===== src/rtl/assert_macros.svh =====
// Assertion helpers for the steering/brake sequencer RTL.
// GSB_ASSERT is clocked on clk_i and disabled while rst_ni is low.
`ifndef ASSERT_MACROS_SVH
`define ASSERT_MACROS_SVH

// Generic form: explicit clock and active-low reset.
`define GSB_ASSERT_CLK(label, clk, rstn, prop, msg) \
  label: assert property (@(posedge clk) disable iff (!(rstn)) (prop)) \
    else $error(msg);

// Block clock and reset.
`define GSB_ASSERT(label, prop, msg) \
  `GSB_ASSERT_CLK(label, clk_i, rst_ni, prop, msg)

`endif


===== src/rtl/gsb_pkg.sv =====
// Types, codes and fixed-point constants of the ground steering/brake controller.
// No dependencies; used by the interfaces, controller, datapath and top level.
package gsb_pkg;

  localparam int CfgIdxW  = 1;
  localparam int CfgDataW = 15;

  typedef enum logic [CfgIdxW-1:0] {
    REG_TARGET_HEADING = 1'b0,
    REG_TARGET_SPEED   = 1'b1
  } gsb_reg_e;

  typedef struct packed {
    logic [CfgIdxW-1:0]  reg_idx;
    logic [CfgDataW-1:0] wdata;
  } gsb_cfg_t;

  typedef struct packed {
    logic [15:0]        ground_speed;
    logic signed [15:0] yaw_angle;
    logic [15:0]        time_step;
  } gsb_in_t;

  typedef struct packed {
    logic signed [13:0] nose_wheel_cmd;
    logic signed [11:0] rudder_cmd;
    logic [12:0]        brake_cmd;
    logic               rudder_mode;
  } gsb_out_t;

  // Operand selection of the shared multiplier
  typedef enum logic [2:0] {
    MUL_SPEED = 3'd0,
    MUL_YAW   = 3'd1,
    MUL_LIMIT = 3'd2,
    MUL_ERR   = 3'd3,
    MUL_PI    = 3'd4
  } gsb_mul_sel_e;

  typedef struct packed {
    logic         load_in;
    logic         mul_en;
    gsb_mul_sel_e mul_sel;
    logic         ld_speed;
    logic         ld_err;
    logic         ld_limit;
    logic         ld_integ;
    logic         ld_out;
  } gsb_cmd_t;

  // m/s -> knots, x900/463, as ceil(2^26 * 900 / 463); exact floor for 16-bit speeds
  localparam int             SpeedShift = 26;
  localparam longint         SpeedMulL  = ((64'd900 << SpeedShift) + 64'd462) / 64'd463;
  localparam logic [26:0]    SpeedMul   = 27'(SpeedMulL);
  // rad/8192 -> deg/64 is x29335/65536
  localparam logic [15:0]    YawMul     = 16'd29335;
  localparam int             YawHalf    = 32768;
  // floor(x/10) = (x * 6554) >> 16 for x < 4096, and for the limit term
  localparam logic [15:0]    Recip10    = 16'd6554;

  localparam int HalfTurn     = 11520;
  localparam int FullTurn     = 23040;
  localparam int IntegLimit   = 3276800;
  localparam int IntegHalf    = 32;
  localparam int PiHalf       = 5120;
  localparam int SpeedRudder  = 7680;
  localparam int SpeedLow     = 2560;
  localparam int SpeedBand    = 1280;
  localparam int NwsLowLimit  = 4800;
  localparam int NwsBandStart = 1920;
  localparam int RudderLimit  = 1600;
  localparam int BrakeLimit   = 6400;

endpackage


===== src/rtl/gsb_if.sv =====
// Valid/ready channel interfaces: configuration writes, input ticks, results.
// Depends on gsb_pkg for the payload structs.
interface gsb_cfg_if;
  import gsb_pkg::*;
  logic     valid;
  logic     ready;
  gsb_cfg_t data;
  modport source (output valid, output data, input ready);
  modport sink (input valid, input data, output ready);
endinterface

interface gsb_in_if;
  import gsb_pkg::*;
  logic    valid;
  logic    ready;
  gsb_in_t data;
  modport source (output valid, output data, input ready);
  modport sink (input valid, input data, output ready);
endinterface

interface gsb_out_if;
  import gsb_pkg::*;
  logic     valid;
  logic     ready;
  gsb_out_t data;
  modport source (output valid, output data, input ready);
  modport sink (input valid, input data, output ready);
endinterface


===== src/rtl/gsb_ctrl.sv =====
// Sequencer of the steering/brake controller: steps the datapath per tick.
// Depends on gsb_pkg and assert_macros.svh.
`include "assert_macros.svh"

module gsb_ctrl (
  input  logic              clk_i,
  input  logic              rst_ni,
  input  logic              in_valid_i,
  output logic              in_ready_o,
  output logic              out_valid_o,
  input  logic              out_ready_i,
  output gsb_pkg::gsb_cmd_t cmd_o
);
  import gsb_pkg::*;

  localparam logic [2:0] S_IDLE = 3'd0;
  localparam logic [2:0] S_SPD  = 3'd1;
  localparam logic [2:0] S_YAW  = 3'd2;
  localparam logic [2:0] S_ERR  = 3'd3;
  localparam logic [2:0] S_MULE = 3'd4;
  localparam logic [2:0] S_ACC  = 3'd5;
  localparam logic [2:0] S_PI   = 3'd6;
  localparam logic [2:0] S_OUT  = 3'd7;

  logic [2:0] state_q, state_d;
  logic       out_valid_q, out_valid_d;
  logic       slot_free;

  assign slot_free   = !out_valid_q || out_ready_i;
  assign in_ready_o  = (state_q == S_IDLE);
  assign out_valid_o = out_valid_q;

  always_comb begin
    cmd_o         = '0;
    cmd_o.mul_sel = MUL_SPEED;
    state_d       = state_q;
    unique case (state_q)
      S_IDLE: begin
        cmd_o.load_in = in_valid_i;
        if (in_valid_i) state_d = S_SPD;
      end
      S_SPD: begin
        cmd_o.mul_en  = 1'b1;
        cmd_o.mul_sel = MUL_SPEED;
        state_d       = S_YAW;
      end
      S_YAW: begin
        cmd_o.ld_speed = 1'b1;
        cmd_o.mul_en   = 1'b1;
        cmd_o.mul_sel  = MUL_YAW;
        state_d        = S_ERR;
      end
      S_ERR: begin
        cmd_o.ld_err  = 1'b1;
        cmd_o.mul_en  = 1'b1;
        cmd_o.mul_sel = MUL_LIMIT;
        state_d       = S_MULE;
      end
      S_MULE: begin
        cmd_o.ld_limit = 1'b1;
        cmd_o.mul_en   = 1'b1;
        cmd_o.mul_sel  = MUL_ERR;
        state_d        = S_ACC;
      end
      S_ACC: begin
        cmd_o.ld_integ = 1'b1;
        state_d        = S_PI;
      end
      S_PI: begin
        cmd_o.mul_en  = 1'b1;
        cmd_o.mul_sel = MUL_PI;
        state_d       = S_OUT;
      end
      S_OUT: begin
        // wait here while the previous result is still unclaimed
        cmd_o.ld_out = slot_free;
        if (slot_free) state_d = S_IDLE;
      end
      default: state_d = S_IDLE;
    endcase
  end

  always_comb begin
    out_valid_d = out_valid_q;
    if (out_ready_i) out_valid_d = 1'b0;
    if (cmd_o.ld_out) out_valid_d = 1'b1;
  end

  always_ff @(posedge clk_i or negedge rst_ni) begin
    if (!rst_ni) begin
      state_q     <= S_IDLE;
      out_valid_q <= 1'b0;
    end else begin
      state_q     <= state_d;
      out_valid_q <= out_valid_d;
    end
  end

  `GSB_ASSERT(a_accept_starts, (in_valid_i && in_ready_o) |=> (state_q == S_SPD), "tick transfer did not start sequence")
  `GSB_ASSERT(a_out_slot_free, cmd_o.ld_out |-> (!out_valid_q || out_ready_i), "result overwrote an unclaimed one")
  `GSB_ASSERT(a_out_loaded, cmd_o.ld_out |=> out_valid_q, "loaded result not offered")

endmodule


===== src/rtl/gsb_datapath.sv =====
// Datapath of the steering/brake controller: config registers, shared
// multiplier, integrator and result register. Depends on gsb_pkg.
module gsb_datapath (
  input  logic              clk_i,
  input  logic              rst_ni,
  input  logic              cfg_we_i,
  input  gsb_pkg::gsb_cfg_t cfg_i,
  input  gsb_pkg::gsb_in_t  in_data_i,
  input  gsb_pkg::gsb_cmd_t cmd_i,
  output gsb_pkg::gsb_out_t res_o
);
  import gsb_pkg::*;

  logic signed [14:0] th_q;
  logic [14:0]        ts_q;
  gsb_in_t            in_q;
  logic [42:0]        prod_q;
  logic [16:0]        s_q;
  logic signed [14:0] e_q, e_d;
  logic [12:0]        lim_q, lim_d;
  logic signed [22:0] hi_q, hi_d;
  gsb_out_t           res_q, res_d;

  // multiplier operands
  logic [26:0]        mul_a;
  logic [15:0]        mul_b;
  logic signed [16:0] yaw_ext;
  logic [16:0]        yaw_abs;
  logic [16:0]        s_off;
  logic [18:0]        lim_arg;
  logic signed [15:0] e_w;
  logic [13:0]        e_abs;
  logic signed [23:0] hi_w;
  logic [21:0]        hi_abs;
  logic [22:0]        pi_sum;
  logic [12:0]        pi_arg;

  assign yaw_ext = 17'(in_q.yaw_angle);
  assign yaw_abs = 17'(yaw_ext[16] ? -yaw_ext : yaw_ext);
  assign s_off   = s_q - 17'(SpeedLow);
  assign lim_arg = (s_q < 17'(SpeedLow)) ? '0 : ({2'b0, s_off} << 1) + {2'b0, s_off};
  assign e_w     = 16'(e_q);
  assign e_abs   = 14'(e_w[15] ? -e_w : e_w);
  assign hi_w    = 24'(hi_q);
  assign hi_abs  = 22'(hi_w[23] ? -hi_w : hi_w);
  assign pi_sum  = {1'b0, hi_abs} + 23'(PiHalf);
  assign pi_arg  = pi_sum[22:10];

  always_comb begin
    case (cmd_i.mul_sel)
      MUL_SPEED: begin mul_a = SpeedMul;       mul_b = in_q.ground_speed; end
      MUL_YAW:   begin mul_a = 27'(yaw_abs);   mul_b = YawMul;            end
      MUL_LIMIT: begin mul_a = 27'(lim_arg);   mul_b = Recip10;           end
      MUL_ERR:   begin mul_a = 27'(e_abs);     mul_b = in_q.time_step;    end
      MUL_PI:    begin mul_a = 27'(pi_arg);    mul_b = Recip10;           end
      default:   begin mul_a = '0;             mul_b = '0;                end
    endcase
  end

  // heading error: rounded yaw, then one wrap step into [-180, 180)
  logic [29:0]        yaw_rnd;
  logic [13:0]        y_mag;
  logic signed [14:0] y_s;
  logic signed [16:0] herr;

  assign yaw_rnd = prod_q[29:0] + 30'(YawHalf);
  assign y_mag   = yaw_rnd[29:16];
  assign y_s     = in_q.yaw_angle[15] ? -$signed({1'b0, y_mag}) : $signed({1'b0, y_mag});
  assign herr    = 17'(th_q) - 17'(y_s);

  always_comb begin
    if (herr >= HalfTurn)      e_d = 15'(herr - FullTurn);
    else if (herr < -HalfTurn) e_d = 15'(herr + FullTurn);
    else                       e_d = 15'(herr);
  end

  // nose-wheel limit, 4800 below 10 kt, else 1920 - 0.3*(s - 2560)
  assign lim_d = (s_q < 17'(SpeedLow)) ? 13'(NwsLowLimit)
                                       : 13'(NwsBandStart) - prod_q[28:16];

  // integrator step with saturation
  logic [29:0]        inc_rnd;
  logic [23:0]        inc;
  logic signed [24:0] inc_s;
  logic signed [24:0] hi_sum;

  assign inc_rnd = prod_q[29:0] + 30'(IntegHalf);
  assign inc     = inc_rnd[29:6];
  assign inc_s   = e_q[14] ? -$signed({1'b0, inc}) : $signed({1'b0, inc});
  assign hi_sum  = 25'(hi_q) + inc_s;

  always_comb begin
    if (hi_sum > IntegLimit)       hi_d = 23'(IntegLimit);
    else if (hi_sum < -IntegLimit) hi_d = 23'(-IntegLimit);
    else                           hi_d = 23'(hi_sum);
  end

  // result: PI sum, steering, brake
  logic [8:0]         pi_q;
  logic signed [15:0] u;
  logic signed [15:0] pi_s;
  logic [13:0]        u_abs;
  logic [15:0]        m3;
  logic [16:0]        n_rnd;
  logic [15:0]        n_mag;
  logic [12:0]        nws_mag;
  logic [14:0]        r_rnd;
  logic [13:0]        r_mag;
  logic [10:0]        rud_mag;
  logic               rudder;
  logic signed [17:0] dspd;
  logic [17:0]        b_rnd;
  logic [16:0]        b_half;

  assign pi_q    = prod_q[24:16];
  assign pi_s    = hi_q[22] ? -$signed({7'b0, pi_q}) : $signed({7'b0, pi_q});
  assign u       = 16'(e_q) + pi_s;
  assign u_abs   = 14'(u[15] ? -u : u);
  assign m3      = ({2'b0, u_abs} << 1) + {2'b0, u_abs};
  assign n_rnd   = {1'b0, m3} + 17'd1;
  assign n_mag   = n_rnd[16:1];
  assign nws_mag = (n_mag > {3'b0, lim_q}) ? lim_q : 13'(n_mag);
  assign r_rnd   = {1'b0, u_abs} + 15'd1;
  assign r_mag   = r_rnd[14:1];
  assign rud_mag = (r_mag > 14'(RudderLimit)) ? 11'(RudderLimit) : 11'(r_mag);
  assign rudder  = (s_q >= 17'(SpeedRudder));
  assign dspd    = $signed({1'b0, s_q}) - $signed({3'b0, ts_q});
  assign b_rnd   = 18'(dspd) + 18'd1;
  assign b_half  = b_rnd[17:1];

  always_comb begin
    res_d.rudder_mode    = rudder;
    res_d.nose_wheel_cmd = '0;
    res_d.rudder_cmd     = '0;
    if (rudder) begin
      res_d.rudder_cmd = u[15] ? -$signed({1'b0, rud_mag}) : $signed({1'b0, rud_mag});
    end else begin
      res_d.nose_wheel_cmd = u[15] ? -$signed({1'b0, nws_mag}) : $signed({1'b0, nws_mag});
    end
    if (dspd > SpeedBand) begin
      res_d.brake_cmd = (b_half > 17'(BrakeLimit)) ? 13'(BrakeLimit) : 13'(b_half);
    end else begin
      res_d.brake_cmd = '0;
    end
  end

  // control state: config registers and integrator
  always_ff @(posedge clk_i or negedge rst_ni) begin
    if (!rst_ni) begin
      th_q <= '0;
      ts_q <= '0;
      hi_q <= '0;
    end else begin
      if (cfg_we_i) begin
        if (gsb_reg_e'(cfg_i.reg_idx) == REG_TARGET_HEADING) th_q <= $signed(cfg_i.wdata);
        else ts_q <= cfg_i.wdata;
      end
      if (cmd_i.ld_integ) hi_q <= hi_d;
    end
  end

  // payload registers
  always_ff @(posedge clk_i) begin
    if (cmd_i.load_in)  in_q   <= in_data_i;
    if (cmd_i.mul_en)   prod_q <= 43'(mul_a) * 43'(mul_b);
    if (cmd_i.ld_speed) s_q    <= prod_q[42:SpeedShift];
    if (cmd_i.ld_err)   e_q    <= e_d;
    if (cmd_i.ld_limit) lim_q  <= lim_d;
    if (cmd_i.ld_out)   res_q  <= res_d;
  end

  assign res_o = res_q;

endmodule


===== src/rtl/ground_steering_brake_controller.sv =====
// Ground steering and brake controller, top level.
// Ticks are taken one at a time: the sequencer steps one shared 27x16 multiplier
// through 5 products, then loads the result into the output register.
// A finished result waits in an output register while the next tick is taken;
// a result still unclaimed when the next one is done holds the sequencer.
// Reset (async, active low) clears the integrator, both targets and all valid state.
module ground_steering_brake_controller (
  input  logic    clk_i,
  input  logic    rst_ni,
  gsb_cfg_if.sink  cfg_i,
  gsb_in_if.sink   in_i,
  gsb_out_if.source res_o
);
  import gsb_pkg::*;

  gsb_cmd_t cmd;
  logic     cfg_we;

  // Config writes are always taken; they land in the datapath registers.
  assign cfg_i.ready = 1'b1;
  assign cfg_we      = cfg_i.valid;

  // Sequencer: one tick at a time, steps the datapath through the
  // speed, yaw, error/limit, integrator, PI and output steps.
  gsb_ctrl u_ctrl (
    .clk_i       (clk_i),
    .rst_ni      (rst_ni),
    .in_valid_i  (in_i.valid),
    .in_ready_o  (in_i.ready),
    .out_valid_o (res_o.valid),
    .out_ready_i (res_o.ready),
    .cmd_o       (cmd)
  );

  // Datapath: shared multiplier with registered product, integrator,
  // result register driving the output payload.
  gsb_datapath u_datapath (
    .clk_i     (clk_i),
    .rst_ni    (rst_ni),
    .cfg_we_i  (cfg_we),
    .cfg_i     (cfg_i.data),
    .in_data_i (in_i.data),
    .cmd_i     (cmd),
    .res_o     (res_o.data)
  );

endmodule


===== src/flat_wrapper.sv =====
// flat-port wrapper written by rule: the top's interface ports become plain ports
module ground_steering_brake_controller_flat import gsb_pkg::*;
  (clk_i, rst_ni, cfg_i_valid, cfg_i_data, cfg_i_ready, in_i_valid, in_i_data, in_i_ready, res_o_valid, res_o_data, res_o_ready);
  gsb_cfg_if cfg_i_i ();
  gsb_in_if in_i_i ();
  gsb_out_if res_o_i ();
  input  logic clk_i;
  input  logic rst_ni;
  input wire logic [$bits(cfg_i_i.valid)-1:0] cfg_i_valid;
  input wire logic [$bits(cfg_i_i.data)-1:0] cfg_i_data;
  output wire logic [$bits(cfg_i_i.ready)-1:0] cfg_i_ready;
  input wire logic [$bits(in_i_i.valid)-1:0] in_i_valid;
  input wire logic [$bits(in_i_i.data)-1:0] in_i_data;
  output wire logic [$bits(in_i_i.ready)-1:0] in_i_ready;
  output wire logic [$bits(res_o_i.valid)-1:0] res_o_valid;
  output wire logic [$bits(res_o_i.data)-1:0] res_o_data;
  input wire logic [$bits(res_o_i.ready)-1:0] res_o_ready;
  assign cfg_i_i.valid = cfg_i_valid;
  assign cfg_i_i.data = cfg_i_data;
  assign cfg_i_ready = cfg_i_i.ready;
  assign in_i_i.valid = in_i_valid;
  assign in_i_i.data = in_i_data;
  assign in_i_ready = in_i_i.ready;
  assign res_o_valid = res_o_i.valid;
  assign res_o_data = res_o_i.data;
  assign res_o_i.ready = res_o_ready;
  ground_steering_brake_controller u_core (.clk_i(clk_i), .rst_ni(rst_ni), .cfg_i(cfg_i_i), .in_i(in_i_i), .res_o(res_o_i));
endmodule

===== config.mk =====
export PLATFORM = sky130hd
export DESIGN_NAME = ground_steering_brake_controller_flat
export DESIGN_NICKNAME = d
export VERILOG_FILES = /design/src/rtl/gsb_pkg.sv /design/src/rtl/gsb_if.sv /design/src/rtl/gsb_ctrl.sv /design/src/rtl/gsb_datapath.sv /design/src/rtl/ground_steering_brake_controller.sv /design/src/flat_wrapper.sv
export VERILOG_INCLUDE_DIRS = /design/src /design/src/rtl
export SDC_FILE = /design/constraint.sdc
export NUM_CORES = 2
export LEC_CHECK = 0
export BUFFER_PORTS_ARGS = -buffer_cell sky130_fd_sc_hd__buf_2
export CAP_MARGIN = 20
export CORE_MARGIN = 4
export CORE_UTILIZATION = 30
export CTS_BUF_LIST = sky130_fd_sc_hd__clkbuf_16
export DETAILED_ROUTE_END_ITERATION = 6
export SYNTH_ARGS = -nofsm -noshare
export SYNTH_HDL_FRONTEND = slang
export SYNTH_SLANG_ARGS = --single-unit
export TNS_END_PERCENT = 5

===== constraint.sdc =====
create_clock -name clk_i -period 23.5 [get_ports clk_i]
set_input_delay 2.35 -clock clk_i [delete_from_list [all_inputs] [get_ports clk_i]]
set_output_delay 2.35 -clock clk_i [all_outputs]
set_load 0.03 [all_outputs]

==> metrics.yaml <==
timing:
  finalMaxSlewViolations: 0
  finalSetupTns_ns: 0
  hold_slack_ns: 0.419
  fmax_mhz: 91.7
  worstMarginPinSlew_ns: 1.24
  min_period_ns: 10.91
  setup_viol_count_final: 0
  finalCritPeriodShare_pct: 46.4
  skew_ns: 0.0262
  hold_violations: 0
  slew_headroom_pct: 16.7
  rsz0062_at_grt: "false"
finish:
  nNetsFinal: 4211
  stdcell_count: 4974
  area_growth_pct: 10.3
  drive_gt1_share_pct: 8.16
setup_path:
  crit_top_cell: "fa_1"
  cp-start-kind: "flop"
  slowest_stage: "o41ai_2"
  critPathArrivalTime_ns: 11.25
  crit_path_max_fanout: 9
  path_delay_family: "compound AO/OA/AOI/OAI gates"
  cp_slowest_stage_delay_ns: 0.76
  critPathKind: "reg -> reg"
  critPathBufInv: 4
  critPathRequiredTime_ns: 23.84
  crit_path_end_kind: "flop"
synthesis:
  ys_seq_area_share_pct: 21.0
  syn_inst: 3491
  synth-edff-count: 171
  synth_ff_type: "edfxtp_1"
  synth.distinct_cells: 107
  syn_area_um2: 31200
  synth-seq-cells: 228
  yosysWarnings: 0
  synth_area_per_cell_um2: 8.95
  async_flop_share_pct: 25.0
floorplanning:
  core_area_um2: 103000
  start_util_pct: 30.2
  die_area_um2: 109000
  num_rows: 118
  dieHeight_um: 331
  ios: 112
  die_w_um: 331
routing:
  vias: 25234
  drt_first_pass_iters: 6
  drcViolationCount: 0
  drtAntennaViolNets: 0
  drt-wirelength-per-cell_um: 17.8
  finalWirelength_um: 88400
  drtIter0Drc: 1875
  drt-vias-per-instance: 5.07
clock_network:
  cts.clk_slew.worst_paths_ns: 0.06
  clockBufferDepth: 3
  cts_tree: "done"
  hold_buffers: 0
  post-cts-setup-buffer-count: 0
  htreeDepth: 1
  post_cts_resized: 0
  clk_latency_ns: 0.60
  clock-sinks: 228
  cts_buffers: 29
  ctsRootBufferMaster: "clkbuf_16"
global_routing:
  met3_usage_pct: 3.23
  grtUsageMet2_pct: 26.0
  grt_pass1_vias: 24715
  grt-busiest-layer: "met2"
  antenna_found_initial: 1
  grt_overflow_total: 0
  grt_pass1_wl_um: 139000
  grt_max_degree: 58
  use_met1_pct: 22.0
  grt.total_usage_pct: 16.1
place:
  placedCellCount: 4916
  place.port_buffers: 110
  routabilityCongestion: 0.920
  dp_hpwl_um: 71600
worst_hold_path:
  holdCritPathClass: "reg -> reg"
run_status:
  run_status: "finished clean"
flow_run:
  maxCapViolCount: 0
## routing by layer
metal,routed length (um),part of all wire [%]
met1,39000,44
met2,39700,45
met3,7020,7.9
met4,2700,3.1
met5,16,0.018
## state kept, by name, indices dropped and copies added, names as in the netlist
signal / cells
u_core.u_datapath.s_q: 17
u_core.u_datapath.th_q: 15
u_core.u_datapath.lim_q: 13
u_core.u_ctrl.state_q: 3
u_core.u_datapath.e_q: 15
u_core.u_datapath.ts_q: 15
u_core.u_datapath.hi_q: 23
u_core.u_datapath.in_q: 48
u_core.u_datapath.res_o: 40
u_core.u_datapath.prod_q: 38
u_core.u_ctrl.out_valid_o: 1
## Yosys cell counts (all sizes together) (12+ instances only)
cell type	number	area share (%)
inv	499	6.0
nand2	323	3.9
fa	297	19
nor2	281	3.5
ha	277	11
xnor2	190	5.4
edfxtp	171	16
a21oi	146	2.4
o21ai	120	2.0
nor3	96	1.6
xor2	93	2.6
clkbuf	84	1.0
nand3	59	0.95
dfrtp	57	4.6
a21o	50	1.2
nor2b	47	0.94
nand2b	43	0.86
or3	43	0.86
o21a	39	0.94
a31oi	38	0.76
and2	38	0.76
a211oi	34	0.83
mux2	32	1.2
and3	30	0.60
buf	30	0.50
nand4	29	0.62
nor4	20	0.42
o31ai	20	0.48
o211ai	19	0.46
or2	19	0.38
o22ai	17	0.34
mux2i	16	0.51
o41ai	13	0.44
a32o	12	0.38
## cells by family (layout without fill, tap and decap cells)
group / Yosys count / after routing / share of synthesized area, %
adder cells (fa/ha/maj): 574 / 574 / 30.1
AND/OR/NAND/NOR: 1083 / 1083 / 16.8
multiplexers: 48 / 48 / 1.67
flip-flops: 228 / 228 / 21.0
buffers and inverters: 617 / 705 / 7.56
AO/OA/AOI/OAI: 649 / 649 / 14.2
XOR/XNOR: 290 / 290 / 8.55
other: 2 / 17 / 0.0240
## layout make-up
class                           count  area [um^2]
Clock buffer                       29          726
Inverter                          503         1890
Fill cell                       10621        69000
Multi-Input combinational cell   2658        22400
Timing Repair Buffer              148          856
Tap cell                         1380         1730
Sequential cell                   228         6560
Clock inverter                     25          285
Antenna cell                        3         7.51
## layout by cell type, fill, tap and decap left out, types with 12 or more instances in the layout
master	count
buf_2	110
o21ai_0	109
xnor2_1	188
nor2b_1	47
nor3_1	91
dfrtp_1	57
ha_1	277
fa_1	297
mux2_2	32
nor2_1	276
nand2b_1	43
and2_1	36
conb_1	14
or2_2	17
nor4_1	19
o211ai_1	19
buf_4	37
o31ai_1	20
a211oi_1	31
edfxtp_1	171
a21oi_1	142
and3_1	30
or3_1	43
o21a_1	39
nand4_1	27
a21o_1	50
a32o_1	12
nand2_1	323
xor2_1	92
inv_1	501
nand3_1	59
mux2i_1	16
clkbuf_16	29
a31oi_1	38
o22ai_1	17
## metrics by stage
stage | setup WS [ns] | area [um^2] | util, %
final | 12.59 | 34500 | 33.3
after global routing | 12.11 | 34500 | 33.3
after CTS | 12.75 | 34400 | 33.3
after detailed placement | 12.84 | 33400 | 32.3
after global placement | 12.98 | 33400 | 32.3
after floorplan | 14.32 | 31300 | -
## path summary, 6_finish.rpt
| kind | start | to | slack (ns) | cells past startpoint |
|---|---|---|---|---|
| setup reg to reg | u_core.u_datapath.hi_q[1] | u_core.u_datapath.prod_q[42] | 12.59 | 35 |
| hold / removal | u_core.u_datapath.prod_q[42] | u_core.u_datapath.s_q[16] | 0.42 | 0 |
| setup / recovery | u_core.u_datapath.hi_q[1] | u_core.u_datapath.prod_q[42] | 12.59 | 35 |
| hold reg to reg | u_core.u_datapath.prod_q[42] | u_core.u_datapath.s_q[16] | 0.42 | 0 |
| min in group asynchronous | rst_ni | u_core.u_datapath.hi_q[6] | 1.92 | 2 |
| max in group asynchronous | rst_ni | u_core.u_datapath.th_q[10] | 20.99 | 2 |
Power is left out: the tool's default activity adds up to more than one toggle a clock period on the data nets, which glitch-free logic cannot reach.
